### config.mk
export PLATFORM = sky130hd
export DESIGN_NAME = linear_u8_i2_dot_quant_u4
export DESIGN_NICKNAME = d
export VERILOG_FILES = /design/src/hdl/lnq_pkg.sv /design/src/hdl/lnq_lane.sv /design/src/hdl/lnq_merge.sv /design/src/hdl/lnq_quant.sv /design/src/hdl/linear_u8_i2_dot_quant_u4.sv
export SDC_FILE = /design/constraint.sdc
export NUM_CORES = 2
export LEC_CHECK = 0
export BUFFER_PORTS_ARGS = -buffer_cell sky130_fd_sc_hd__buf_2
export CORE_ASPECT_RATIO = 0.8
export CORE_MARGIN = 2
export CORE_UTILIZATION = 60
export DETAILED_ROUTE_END_ITERATION = 8
export PLACE_DENSITY = 0.77
export SYNTH_ARGS = -nofsm -noshare
export SYNTH_HDL_FRONTEND = slang
export SYNTH_SLANG_ARGS = --single-unit
### constraint.sdc
create_clock -name clock -period 20.6 [get_ports clock]
set_input_delay 2.06 -clock clock [delete_from_list [all_inputs] [get_ports clock]]
set_output_delay 2.06 -clock clock [all_outputs]
set_load 0.005 [all_outputs]
### src/hdl/lnq_pkg.sv
// Shared types and constants for the quantized two-neuron linear layer.
// No dependencies; every other file in this folder refers to it by scoped names.
package lnq_pkg;

   localparam int LANES_DEF   = 4;   // default lane count
   localparam int ACT_W       = 8;   // one activation
   localparam int WGT_W       = 2;   // one packed signed weight
   localparam int PROD_W      = 10;  // activation * weight, signed
   localparam int SUM_W       = 32;  // accumulator and requantizer datapath
   localparam int NIB_W       = 4;   // one quantized neuron
   localparam int FIELD_LANES = 4;   // lanes that the activation and weight fields can fill
   localparam int SHIFT_W     = 5;
   localparam int MULT_W      = 16;
   localparam int CSR_DATA_W  = 16;
   localparam int REQ_DATA_W  = 176;
   localparam int RSP_DATA_W  = 8;
   localparam logic [SUM_W-1:0] CLIP_MAX = SUM_W'(15);

   typedef enum logic [1:0] {
      CSR_SHIFT = 2'd0,
      CSR_MULT  = 2'd1,
      CSR_RELU  = 2'd2,
      CSR_BNORM = 2'd3
   } csr_index_type;

   typedef enum logic [1:0] {
      QM_PLAIN = 2'd0,
      QM_RELU  = 2'd1,
      QM_BNORM = 2'd2
   } qmode_type;

   typedef struct packed {
      logic                 load;
      qmode_type            mode;
      logic [SHIFT_W-1:0]   shift;
   } qctl_type;

endpackage

### src/hdl/lnq_lane.sv
// One multiply lane: activation times signed 2-bit weight for both neurons.
// Depends on lnq_pkg.
module lnq_lane (
   input  logic                                   clock,
   input  logic                                   en,
   input  logic [lnq_pkg::ACT_W-1:0]              act,
   input  logic [lnq_pkg::WGT_W-1:0]              wgt_a,
   input  logic [lnq_pkg::WGT_W-1:0]              wgt_b,
   output logic signed [lnq_pkg::PROD_W-1:0]      prod_a_ff,
   output logic signed [lnq_pkg::PROD_W-1:0]      prod_b_ff
);

   logic signed [lnq_pkg::PROD_W-1:0] act_ext;
   logic signed [lnq_pkg::PROD_W-1:0] wgt_a_ext;
   logic signed [lnq_pkg::PROD_W-1:0] wgt_b_ext;
   logic signed [lnq_pkg::PROD_W-1:0] prod_a_in;
   logic signed [lnq_pkg::PROD_W-1:0] prod_b_in;

   // zero-extend the activation, sign-extend the weights
   assign act_ext   = $signed({{(lnq_pkg::PROD_W-lnq_pkg::ACT_W){1'b0}}, act});
   assign wgt_a_ext = $signed({{(lnq_pkg::PROD_W-lnq_pkg::WGT_W){wgt_a[lnq_pkg::WGT_W-1]}}, wgt_a});
   assign wgt_b_ext = $signed({{(lnq_pkg::PROD_W-lnq_pkg::WGT_W){wgt_b[lnq_pkg::WGT_W-1]}}, wgt_b});
   assign prod_a_in = act_ext * wgt_a_ext;
   assign prod_b_in = act_ext * wgt_b_ext;

   always_ff @(posedge clock) begin
      if (en) begin
         prod_a_ff <= prod_a_in;
         prod_b_ff <= prod_b_in;
      end
   end

endmodule

### src/hdl/lnq_merge.sv
// Merge stage: sums the lane products and keeps the two wrapping accumulators.
// Depends on lnq_pkg; fed by the lnq_lane instances.
module lnq_merge #(
   parameter int LANES = lnq_pkg::LANES_DEF
) (
   input  logic                                clock,
   input  logic                                reset,
   input  logic                                fire,
   input  logic                                last,
   input  logic signed [lnq_pkg::PROD_W-1:0]   prod_a [LANES],
   input  logic signed [lnq_pkg::PROD_W-1:0]   prod_b [LANES],
   output logic [lnq_pkg::SUM_W-1:0]           total_a,
   output logic [lnq_pkg::SUM_W-1:0]           total_b
);

   localparam int GRP_W = lnq_pkg::PROD_W + $clog2(LANES);

   logic signed [GRP_W-1:0]    grp_a;
   logic signed [GRP_W-1:0]    grp_b;
   logic [lnq_pkg::SUM_W-1:0]  acc_a_ff, acc_a_in;
   logic [lnq_pkg::SUM_W-1:0]  acc_b_ff, acc_b_in;

   always_comb begin
      grp_a = '0;
      grp_b = '0;
      for (int i = 0; i < LANES; i++) begin
         grp_a = grp_a + GRP_W'(prod_a[i]);
         grp_b = grp_b + GRP_W'(prod_b[i]);
      end
   end

   // sign-extend the group sum and add; wraps at 32 bits
   assign total_a = acc_a_ff + lnq_pkg::SUM_W'(grp_a);
   assign total_b = acc_b_ff + lnq_pkg::SUM_W'(grp_b);

   // clear after the last group, otherwise advance
   assign acc_a_in = last ? '0 : total_a;
   assign acc_b_in = last ? '0 : total_b;

   always_ff @(posedge clock) begin
      if (reset) begin
         acc_a_ff <= '0;
         acc_b_ff <= '0;
      end else if (fire) begin
         acc_a_ff <= acc_a_in;
         acc_b_ff <= acc_b_in;
      end
   end

   a_clear_after_last: assert property (@(posedge clock) disable iff (reset)
      fire && last |=> acc_a_ff == '0 && acc_b_ff == '0)
      else $error("accumulators not cleared after last group");

   a_hold_when_idle: assert property (@(posedge clock) disable iff (reset)
      !fire |=> $stable(acc_a_ff) && $stable(acc_b_ff))
      else $error("accumulators moved without a merge");

endmodule

### src/hdl/lnq_quant.sv
// Requantizer for one neuron: multiply, offset add, arithmetic shift, clip to 0..15.
// Depends on lnq_pkg; the multiply is registered, the rest feeds the output register.
module lnq_quant (
   input  logic                          clock,
   input  lnq_pkg::qctl_type             ctl,
   input  logic [lnq_pkg::SUM_W-1:0]     sum,
   input  logic [lnq_pkg::SUM_W-1:0]     scale,
   input  logic [lnq_pkg::SUM_W-1:0]     offset,
   input  logic [lnq_pkg::MULT_W-1:0]    mult,
   output logic [lnq_pkg::NIB_W-1:0]     nibble
);

   logic [lnq_pkg::SUM_W-1:0]        operand;
   logic [lnq_pkg::SUM_W-1:0]        prod_ff, prod_in;
   logic [lnq_pkg::SUM_W-1:0]        addend_ff, addend_in;
   logic [lnq_pkg::SUM_W-1:0]        value;
   logic signed [lnq_pkg::SUM_W-1:0] shifted;

   always_comb begin
      case (ctl.mode)
         lnq_pkg::QM_BNORM: operand = scale;
         lnq_pkg::QM_RELU:  operand = {{(lnq_pkg::SUM_W-lnq_pkg::MULT_W){1'b0}}, mult};
         default:           operand = lnq_pkg::SUM_W'(1);
      endcase
   end

   assign prod_in   = sum * operand;
   assign addend_in = (ctl.mode == lnq_pkg::QM_BNORM) ? offset : '0;

   always_ff @(posedge clock) begin
      if (ctl.load) begin
         prod_ff   <= prod_in;
         addend_ff <= addend_in;
      end
   end

   assign value   = prod_ff + addend_ff;
   assign shifted = $signed(value) >>> ctl.shift;

   always_comb begin
      if (shifted[lnq_pkg::SUM_W-1])
         nibble = '0;
      else if (lnq_pkg::SUM_W'(shifted) > lnq_pkg::CLIP_MAX)
         nibble = lnq_pkg::NIB_W'(lnq_pkg::CLIP_MAX);
      else
         nibble = shifted[lnq_pkg::NIB_W-1:0];
   end

endmodule

### src/hdl/linear_u8_i2_dot_quant_u4.sv
// Top level of the quantized two-neuron linear layer (u8 activations, i2 weights, u4 out).
// Depends on lnq_pkg, lnq_lane, lnq_merge and lnq_quant.
//
// Usage:
//   req_*  : one transaction per group of four activations with their packed weights for
//            neurons A and B; req_tlast marks the final group of the vector, and only on
//            that transaction are the batch-norm scale/offset fields used.
//   rsp_*  : one transaction per vector, neuron A's 4-bit result in bits 3:0, B's in 7:4.
//   csr_*  : register writes (shift, multiplier, relu flag, batch-norm flag); always
//            ready; write only while the block is idle.
// Throughput: one group per cycle while req_tready is high, set by the lane stage and the
//   merge adder, which accumulate a whole group together.
// Result path: the last group passes the lane product registers, the final sums after the
//   merge, the scale multiply register, and offset/shift/clip into the result register.
// Reset: synchronous, clears the accumulators, the stage valid bits and the registers
//   (shift 0, multiplier 1, both flags 0).
// Stall: a valid result register holds while rsp_tready is low; groups that are not last
//   keep flowing into the accumulators, and input stalls only once a last group
//   finds every requantizer stage occupied.
module linear_u8_i2_dot_quant_u4 #(
   parameter int LANES = lnq_pkg::LANES_DEF
) (
   input  logic                               clock,
   input  logic                               reset,
   // req_tdata, lowest bit first: activations[31:0], weights_a[39:32], weights_b[47:40],
   // scale_a[79:48], offset_a[111:80], scale_b[143:112], offset_b[175:144]
   input  logic                               req_tvalid,
   output logic                               req_tready,
   input  logic [lnq_pkg::REQ_DATA_W-1:0]     req_tdata,
   input  logic                               req_tlast,   // last_group
   // rsp_tdata: packed_result[7:0]
   output logic                               rsp_tvalid,
   input  logic                               rsp_tready,
   output logic [lnq_pkg::RSP_DATA_W-1:0]     rsp_tdata,
   // configuration write channel
   input  logic                               csr_valid,
   output logic                               csr_ready,
   input  lnq_pkg::csr_index_type             csr_index,
   input  logic [lnq_pkg::CSR_DATA_W-1:0]     csr_data
);

   // request fields
   logic [31:0]                 activations;
   logic [7:0]                  weights_a;
   logic [7:0]                  weights_b;
   logic [lnq_pkg::SUM_W-1:0]   scale_a, offset_a, scale_b, offset_b;

   assign activations = req_tdata[31:0];
   assign weights_a   = req_tdata[39:32];
   assign weights_b   = req_tdata[47:40];
   assign scale_a     = req_tdata[79:48];
   assign offset_a    = req_tdata[111:80];
   assign scale_b     = req_tdata[143:112];
   assign offset_b    = req_tdata[175:144];

   // configuration registers
   logic [lnq_pkg::SHIFT_W-1:0] shift_ff;
   logic [lnq_pkg::MULT_W-1:0]  mult_ff;
   logic                        relu_ff;
   logic                        bnorm_ff;
   logic                        csr_fire;

   assign csr_ready = 1'b1;
   assign csr_fire  = csr_valid && csr_ready;

   always_ff @(posedge clock) begin
      if (reset) begin
         shift_ff <= '0;
         mult_ff  <= lnq_pkg::MULT_W'(1);
         relu_ff  <= 1'b0;
         bnorm_ff <= 1'b0;
      end else if (csr_fire) begin
         case (csr_index)
            lnq_pkg::CSR_SHIFT: shift_ff <= csr_data[lnq_pkg::SHIFT_W-1:0];
            lnq_pkg::CSR_MULT:  mult_ff  <= csr_data;
            lnq_pkg::CSR_RELU:  relu_ff  <= csr_data[0];
            lnq_pkg::CSR_BNORM: bnorm_ff <= csr_data[0];
            default: ;
         endcase
      end
   end

   // the batch-norm flag alone selects nothing
   lnq_pkg::qmode_type qmode;

   always_comb begin
      if (relu_ff && bnorm_ff)
         qmode = lnq_pkg::QM_BNORM;
      else if (relu_ff)
         qmode = lnq_pkg::QM_RELU;
      else
         qmode = lnq_pkg::QM_PLAIN;
   end

   // pipeline handshake: each stage advances when the next one is empty or moving
   logic p_valid_ff, p_valid_in;
   logic p_last_ff;
   logic q_valid_ff, q_valid_in;
   logic m_valid_ff, m_valid_in;
   logic rsp_tvalid_ff, rsp_tvalid_in;
   logic out_take, m_take, q_take, p_take;
   logic req_fire, merge_fire, q_load;

   assign out_take   = !rsp_tvalid_ff || rsp_tready;
   assign m_take     = !m_valid_ff || out_take;
   assign q_take     = !q_valid_ff || m_take;
   // only a last group needs room in the requantizer
   assign p_take     = !p_valid_ff || !p_last_ff || q_take;
   assign req_tready = p_take;
   assign req_fire   = req_tvalid && req_tready;
   assign merge_fire = p_valid_ff && (!p_last_ff || q_take);
   assign q_load     = merge_fire && p_last_ff;

   assign p_valid_in    = p_take ? req_tvalid : p_valid_ff;
   assign q_valid_in    = q_take ? q_load : q_valid_ff;
   assign m_valid_in    = m_take ? q_valid_ff : m_valid_ff;
   assign rsp_tvalid_in = out_take ? m_valid_ff : rsp_tvalid_ff;

   always_ff @(posedge clock) begin
      if (reset) begin
         p_valid_ff    <= 1'b0;
         q_valid_ff    <= 1'b0;
         m_valid_ff    <= 1'b0;
         rsp_tvalid_ff <= 1'b0;
      end else begin
         p_valid_ff    <= p_valid_in;
         q_valid_ff    <= q_valid_in;
         m_valid_ff    <= m_valid_in;
         rsp_tvalid_ff <= rsp_tvalid_in;
      end
   end

   // lane stage: products plus the fields that travel with the group
   logic [lnq_pkg::SUM_W-1:0] p_scale_a_ff, p_offset_a_ff, p_scale_b_ff, p_offset_b_ff;

   always_ff @(posedge clock) begin
      if (req_fire) begin
         p_last_ff     <= req_tlast;
         p_scale_a_ff  <= scale_a;
         p_offset_a_ff <= offset_a;
         p_scale_b_ff  <= scale_b;
         p_offset_b_ff <= offset_b;
      end
   end

   logic signed [lnq_pkg::PROD_W-1:0] prod_a [LANES];
   logic signed [lnq_pkg::PROD_W-1:0] prod_b [LANES];

   for (genvar i = 0; i < LANES; i++) begin : g_lane
      logic [lnq_pkg::ACT_W-1:0] act;
      logic [lnq_pkg::WGT_W-1:0] wgt_a;
      logic [lnq_pkg::WGT_W-1:0] wgt_b;

      // lanes past the field width see zero activations and weights
      if (i < lnq_pkg::FIELD_LANES) begin : g_fed
         assign act   = activations[lnq_pkg::ACT_W*i +: lnq_pkg::ACT_W];
         assign wgt_a = weights_a[lnq_pkg::WGT_W*i +: lnq_pkg::WGT_W];
         assign wgt_b = weights_b[lnq_pkg::WGT_W*i +: lnq_pkg::WGT_W];
      end else begin : g_idle
         assign act   = '0;
         assign wgt_a = '0;
         assign wgt_b = '0;
      end

      lnq_lane u_lane (
         .clock     (clock),
         .en        (req_fire),
         .act       (act),
         .wgt_a     (wgt_a),
         .wgt_b     (wgt_b),
         .prod_a_ff (prod_a[i]),
         .prod_b_ff (prod_b[i])
      );
   end

   // merge stage: accumulate, hand the finished sums to the requantizer
   logic [lnq_pkg::SUM_W-1:0] total_a, total_b;

   lnq_merge #(.LANES(LANES)) u_merge (
      .clock   (clock),
      .reset   (reset),
      .fire    (merge_fire),
      .last    (p_last_ff),
      .prod_a  (prod_a),
      .prod_b  (prod_b),
      .total_a (total_a),
      .total_b (total_b)
   );

   logic [lnq_pkg::SUM_W-1:0] q_sum_a_ff, q_sum_b_ff;
   logic [lnq_pkg::SUM_W-1:0] q_scale_a_ff, q_offset_a_ff, q_scale_b_ff, q_offset_b_ff;

   always_ff @(posedge clock) begin
      if (q_load) begin
         q_sum_a_ff    <= total_a;
         q_sum_b_ff    <= total_b;
         q_scale_a_ff  <= p_scale_a_ff;
         q_offset_a_ff <= p_offset_a_ff;
         q_scale_b_ff  <= p_scale_b_ff;
         q_offset_b_ff <= p_offset_b_ff;
      end
   end

   // requantizer: multiply registered inside, shift and clip feed the result register
   lnq_pkg::qctl_type         qctl;
   logic [lnq_pkg::NIB_W-1:0] nib_a, nib_b;

   assign qctl.load  = q_valid_ff && m_take;
   assign qctl.mode  = qmode;
   assign qctl.shift = shift_ff;

   lnq_quant u_quant_a (
      .clock  (clock),
      .ctl    (qctl),
      .sum    (q_sum_a_ff),
      .scale  (q_scale_a_ff),
      .offset (q_offset_a_ff),
      .mult   (mult_ff),
      .nibble (nib_a)
   );

   lnq_quant u_quant_b (
      .clock  (clock),
      .ctl    (qctl),
      .sum    (q_sum_b_ff),
      .scale  (q_scale_b_ff),
      .offset (q_offset_b_ff),
      .mult   (mult_ff),
      .nibble (nib_b)
   );

   // result register: hold while the receiver stalls
   logic [lnq_pkg::RSP_DATA_W-1:0] rsp_tdata_ff, rsp_tdata_in;

   assign rsp_tdata_in = {nib_b, nib_a};

   always_ff @(posedge clock) begin
      if (m_valid_ff && out_take)
         rsp_tdata_ff <= rsp_tdata_in;
   end

   assign rsp_tvalid = rsp_tvalid_ff;
   assign rsp_tdata  = rsp_tdata_ff;

   // input stalls only when every requantizer stage is full
   a_stall_only_when_full: assert property (@(posedge clock) disable iff (reset)
      !req_tready |-> q_valid_ff && m_valid_ff && rsp_tvalid_ff)
      else $error("input stalled with room in the requantizer");

   a_mult_holds: assert property (@(posedge clock) disable iff (reset)
      m_valid_ff && !out_take |=> m_valid_ff)
      else $error("multiply stage dropped a result");

   a_sum_holds: assert property (@(posedge clock) disable iff (reset)
      q_valid_ff && !m_take |=> q_valid_ff && $stable(q_sum_a_ff) && $stable(q_sum_b_ff))
      else $error("final sums changed while blocked");

   a_rsp_from_mult: assert property (@(posedge clock) disable iff (reset)
      $rose(rsp_tvalid_ff) |-> $past(m_valid_ff))
      else $error("result shown without a multiply stage entry");

endmodule
# Word level (Yosys, flattened, before mapping)
# Cells that the tools add are included.
word_totals:
  reg_bits: 628
  out_inout_bits: 11
op_classes:
  n_reduce_logical: 22
  muxes: 8
  magnitude_cmp: 2
  n_eq_ne: 5
  n_shift: 2
  n_addsub: 10
  multipliers: 10
op_table:
  columns: ["cell", "n"]
  rows:
  - ["$add 32x32->32", 4]
  - ["$pmux 32 s2", 2]
  - ["$mul 9x2->10", 8]
  - ["$gt 32x4->1 const B", 2]
  - ["$mul 32x32->32", 2]
  - ["$mux 32", 2]
  - ["$sshr 32x5->32", 2]
  - ["$add 11x10->12", 2]
  - ["$add 12x10->12", 2]
  - ["$add 10x10->11", 2]
  - ["$mux 4", 2]
  - ["$reduce_and 2->1", 4]
  - ["$eq 2x2->1 const B", 3]
  - ["$logic_and 1x1->1", 6]
  - ["$logic_or 1x1->1", 6]
  - ["$logic_not 1->1", 5]
  - ["$eq 2x1->1 const B", 2]
  - ["$logic_not 2->1", 1]
  - ["$mux 2", 1]
  - ["$mux 1", 1]

# Logic depth before layout (Yosys ltp)
depth:
  depth_word: 7
  depth_mapped: 32
  mapped_depth_nobuf: 29

# Modules after synthesis
# Synthesis repeated with hierarchy kept, for this count alone.
hier_totals:
  hier_cells: 6733
  hier_area_um2: 68201.7
by_module_without_submodules:
  columns: ["mod", "cells_per_inst", "n_inst", "area_per_inst_um2"]
  rows:
  - ["lnq_quant (u_quant_a)", 2406, 1, 21694.6]
  - ["lnq_quant (u_quant_b)", 2375, 1, 21435.6]
  - ["linear_u8_i2_dot_quant_u4", 454, 1, 11123.2]
  - ["lnq_merge", 910, 1, 7572.3]
  - ["lnq_lane", 147, 4, 1594.0]

# Worst setup path before layout
# No wires, ideal clock.
synth_path:
  path_type: "input -> register"
  start: "in rsp_tready"
  end: "reg q_offset_a_ff[0] in the netlist's numbering, enable pin"
  stages: 6
  setup_time_ns: 0.750
  required_ns: 19.850
  n_path_buf: 1
  path_slack_ns: 9.121
  arrival_time_ns: 10.729
  cell_sequence: "nor2b_1 -> and2_1 -> nand3_1 -> nand2_1 -> clkbuf_1 -> nor2_1"
synth_via:
  elab_chain_cells: 6
synth_rtl:
  columns: ["item", "line", "source"]
  rows:
  - ["start, declared", "linear_u8_i2_dot_quant_u4.sv:33", "input logic rsp_tready,"]
  - ["$logic_or 1x1->1", "linear_u8_i2_dot_quant_u4.sv:104", "assign out_take = !rsp_tvalid_ff || rsp_tready;"]
  - ["$logic_or 1x1->1", "linear_u8_i2_dot_quant_u4.sv:105", "assign m_take = !m_valid_ff || out_take;"]
  - ["$logic_or 1x1->1", "linear_u8_i2_dot_quant_u4.sv:106", "assign q_take = !q_valid_ff || m_take;"]
  - ["$logic_or 1x1->1", "linear_u8_i2_dot_quant_u4.sv:111", "assign merge_fire = p_valid_ff && (!p_last_ff || q_take);"]
  - ["$logic_and 1x1->1", "linear_u8_i2_dot_quant_u4.sv:111", null]
  - ["$logic_and 1x1->1", "linear_u8_i2_dot_quant_u4.sv:112", "assign q_load = merge_fire && p_last_ff;"]
  - ["net q_load", "linear_u8_i2_dot_quant_u4.sv:102", "logic req_fire, merge_fire, q_load;"]
  - ["end signal, assigned", "linear_u8_i2_dot_quant_u4.sv:198", "q_offset_a_ff <= p_offset_a_ff;"]
  - ["end, declared", "linear_u8_i2_dot_quant_u4.sv:191", "logic [lnq_pkg::SUM_W-1:0] q_scale_a_ff, q_offset_a_ff, q_scale_b_ff, q_offset_b_ff;"]
# The timed path passes the listed nets, and every way through them passes these cells.
# A chain may end at the register's enable or synchronous reset.

# Worst setup path after layout
layout_path:
  start: "reg bnorm_ff"
  end: "reg u_quant_a.prod_ff[31] in the netlist's numbering, data pin"
layout_via:
  elab_chain_cells: 5
  elab_cells_between_ends: 6
  cone_classes: "1 x mul; 2 x eq/ne; 2 x mux; 1 x reduce/logical"
layout_rtl:
  columns: ["item", "line", "source"]
  rows:
  - ["start, declared", "linear_u8_i2_dot_quant_u4.sv:60", "logic bnorm_ff;"]
  - ["start signal, assigned", "linear_u8_i2_dot_quant_u4.sv:77", "lnq_pkg::CSR_BNORM: bnorm_ff <= csr_data[0];"]
  - ["$logic_and 1x1->1 *", "linear_u8_i2_dot_quant_u4.sv:87", "if (relu_ff && bnorm_ff)"]
  - ["$mux 2 *", "linear_u8_i2_dot_quant_u4.sv:87", null]
  - ["$eq 2x1->1 / $eq 2x2->1 (equally long branches)", "lnq_quant.sv:20", "case (ctl.mode)"]
  - ["$pmux 32 s2 *", "lnq_quant.sv:20", null]
  - ["$mul 32x32->32 *", "lnq_quant.sv:27", "assign prod_in = sum * operand;"]
  - ["net u_quant_a.prod_in, one bit", "lnq_quant.sv:14", "logic [lnq_pkg::SUM_W-1:0] prod_ff, prod_in;"]
  - ["end signal, assigned", "lnq_quant.sv:32", "prod_ff <= prod_in;"]
  - ["end, declared", "lnq_quant.sv:14", null]
# The timed path passes the listed nets; every way through them passes the cells marked *.

==> results.toml <==
[critical_path]
critPathKind = "register to register"
cp-start-kind = "register"
path_depth = 28
crit_arrival_ns = 9.01
crit_path_frequent_cell = "fa_1"
cp_top_family = "adder cells"
cp_slowest_cell = "dfxtp_4"
cp-end-kind = "register"
rrSetupSlack_ns = 11.99
cp.buffers_inverters = 7
cpPeakStageDelay_ns = 0.76
worstPathRequired_ns = 21.00
cp_max_fo = 68
worst_r2r_path_depth = 28

[detailed_routing]
drtIter0Drc = 5051
wl_met2_um = 76600
routed_wirelength_um = 177000
top_layer = "met5"
wl_met1_um = 75200
drc = 0
postRouteAntennaNets = 0
wl_per_cell_um = 21.9
first_pass_iters = 6
vias = 48600
avgViaCountPerCell = 6.01
wl_met3_um = 19500

[clock_tree]
post_cts_buffers = 0
htreeDepth = 3
clk-insertion-delay-late_ns = 0.68
numClockSinks = 628
cts_tree = "done"
clk_pin_slew_worst_paths_ns = 0.06
ctsResizeCount = 0
clk_path_buf_depth = 3
hold_buffers = 0
root_buffer = "clkbuf_16"
cts_buffers = 67

[run]
maxCapViolCount = 0

[floorplanning]
start_util = 0.603
dieArea_um2 = 113000
die_w_um = 376
io_pins = 211
die_height_um = 302
num_rows = 109
core_area_um2 = 110000

[power]
pwr_density_cell_nw_per_um2 = 79.2
ir_drop_mv = 0.0965
p_leak_uw = 0.0318
power_uw = 5630

[placement]
gp_congestion = 0.953
place_ws_ns = 12.20
place.port_buffers = 209
post-place-cells = 7953
dp_hpwl_um = 134000

[hold_path]
hp-class = "register to register"
min_path_cells = 0

[synthesis]
syn_area_um2 = 66400
synth_cell_types = 89
synth-async-reset-ratio = 0
synth_cells = 6539
yosys_warnings = 0
ys_ff_latch = 628
ys_seq_area_frac = 0.270
synthFlopType = "edfxtp_1"
synth_edf_count = 537
avgSynthCellArea_um2 = 10.2
synthesis.nets = 8113

[layout]
fin_cells = 8082
nNetsFinal = 8153
layout_common_cells = "inv_1 (901), fa_1 (878), nand2_1 (669)"
syn_to_final_growth_pct = 7.06
final_common_cell = "inv_1"
final_core_util = 0.646
n_fill_cell = 8562
drive_above_1_share = 0.0715

[sta]
finalSetupViolations = 0
rsz0062_at_grt = "false"
setup_ws_ns = 11.99
worst_slew_pin_slew_ns = 1.27
tns_ns = 0
finClkSkew_ns = 0.0359
fin_crit_sh = 0.418
timing.fmax_mhz = 116
period_needed_ns = 8.61
slew_headroom = 0.152
slew_viol_final = 0
hold_viol_final = 0

[run_status]
run_status = "finished clean"

[global_route]
grt_antenna_before_repair = 24
grt_max_degree = 150
grt_pass1_vias = 49900
grt.overflow.total = 0
grtUsageTotal = 0.319
grt_pass1_wl_um = 280000
==> layout make-up <==
class / instances / area [um^2] / area share
Tap cell: 1443 / 1810 / 0.0254
Timing Repair Buffer: 280 / 1590 / 0.0224
Multi-Input combinational cell: 4697 / 44000 / 0.619
Clock inverter: 37 / 464 / 0.00653
Antenna cell: 7 / 17.5 / 0.000246
Sequential cell: 628 / 18000 / 0.253
Clock buffer: 85 / 1870 / 0.0263
Inverter: 905 / 3400 / 0.0478
==> metrics by stage <==
stage	area (um^2)	hold WS, ns
after global routing	71100	0.409
after CTS	71100	0.402
after detailed placement	68700	0.405
after floorplan	66400	0.400
final	71100	0.398
after global placement	68700	0.401
==> worst reg2reg max path: cells and delay by family (launching register included) <==
kind / cells / cell delay (ns)
DFF: 1 / 0.76
buffers and inverters: 7 / 1.29
adders and majority gates: 9 / 4.15
xor gates and xnor gates: 1 / 0.08
AOI/OAI and AO/OA: 7 / 1.37
and+or+nand+nor: 4 / 0.69
==> sequential cells by signal, summed over array words and instances, names as in the netlist, 5 cells and up <==
signal,flops
g_lane.u_lane.prod_a_ff,40
g_lane.u_lane.prod_b_ff,40
mult_ff,16
p_offset_a_ff,32
p_offset_b_ff,32
p_scale_a_ff,32
p_scale_b_ff,32
q_offset_a_ff,32
q_offset_b_ff,32
q_scale_a_ff,32
q_scale_b_ff,32
q_sum_a_ff,32
q_sum_b_ff,32
rsp_tdata,8
shift_ff,5
u_merge.acc_a_ff,32
u_merge.acc_b_ff,32
u_quant_a.addend_ff,32
u_quant_a.prod_ff,32
u_quant_b.addend_ff,32
u_quant_b.prod_ff,32
==> worst paths after layout <==
check | start | endpoint
worst max register to register | bnorm_ff | u_quant_a.prod_ff[31]
worst max-delay path | bnorm_ff | u_quant_a.prod_ff[31]
worst min register to register | p_offset_b_ff[24] | q_offset_b_ff[24]
worst min-delay path | p_offset_b_ff[24] | q_offset_b_ff[24]
==> layer usage <==
layer  up-vias  GRT usage
met5         -          0
met4        22     0.0947
met3       371     0.0794
met2      2266      0.473
met1     24400      0.465
li1      21600          -
==> kinds of logic (layout without fill, tap and decap cells) <==
logic type / Yosys count / after routing / share of synthesized area
and+or+nand+nor: 2058 / 2058 / 0.158
DFF: 628 / 628 / 0.270
buffers and inverters: 1214 / 1307 / 0.0688
other: 1 / 8 / 0.0000565
xor gates and xnor gates: 337 / 337 / 0.0445
muxes: 76 / 76 / 0.0152
AOI/OAI and AO/OA: 851 / 851 / 0.0850
adders and majority gates: 1374 / 1374 / 0.358
==> synth_stat cells (9+ instances only) <==
master	count	area, um^2
inv_1	902	3390
fa_1	878	17600
nand2_1	670	2510
and2_1	581	3630
edfxtp_1	537	16100
ha_1	496	6210
clkbuf_1	284	1070
xnor2_1	262	2290
a21oi_1	258	1290
nor2_1	238	893
and3_1	166	1040
o21ai_0	111	556
nand3_1	104	521
dfxtp_1	91	1820
nor2b_1	89	557
a21o_1	76	571
xor2_1	75	657
nor3_1	60	300
a22oi_1	52	390
mux2i_1	47	470
o21bai_1	46	345
o211ai_1	35	263
nand2b_1	32	200
a211oi_1	31	233
or3_1	26	163
a21boi_0	25	188
o21a_1	25	188
a31oi_1	23	144
nand4_1	21	131
mux4_2	19	428
buf_1	17	63.8
nor4_1	15	93.8
a2111oi_0	13	114
a211o_1	12	105
a21boi_1	12	90.1
or4_1	12	90.1
o31ai_1	11	82.6
mux2_2	10	113
o22ai_1	10	62.6
or2_2	10	62.6
a221oi_1	9	78.8
o2111ai_1	9	78.8
==> power breakdown <==
part	leakage (uW)	switching, uW	internal (uW)	total [uW]
registers	0.00569	190	1630	1820
logic	0.0250	1510	1000	2510
clock network	0.00113	539	762	1300
total	0.0318	2230	3400	5630
Note: power is estimated with default switching activity, not from simulation.
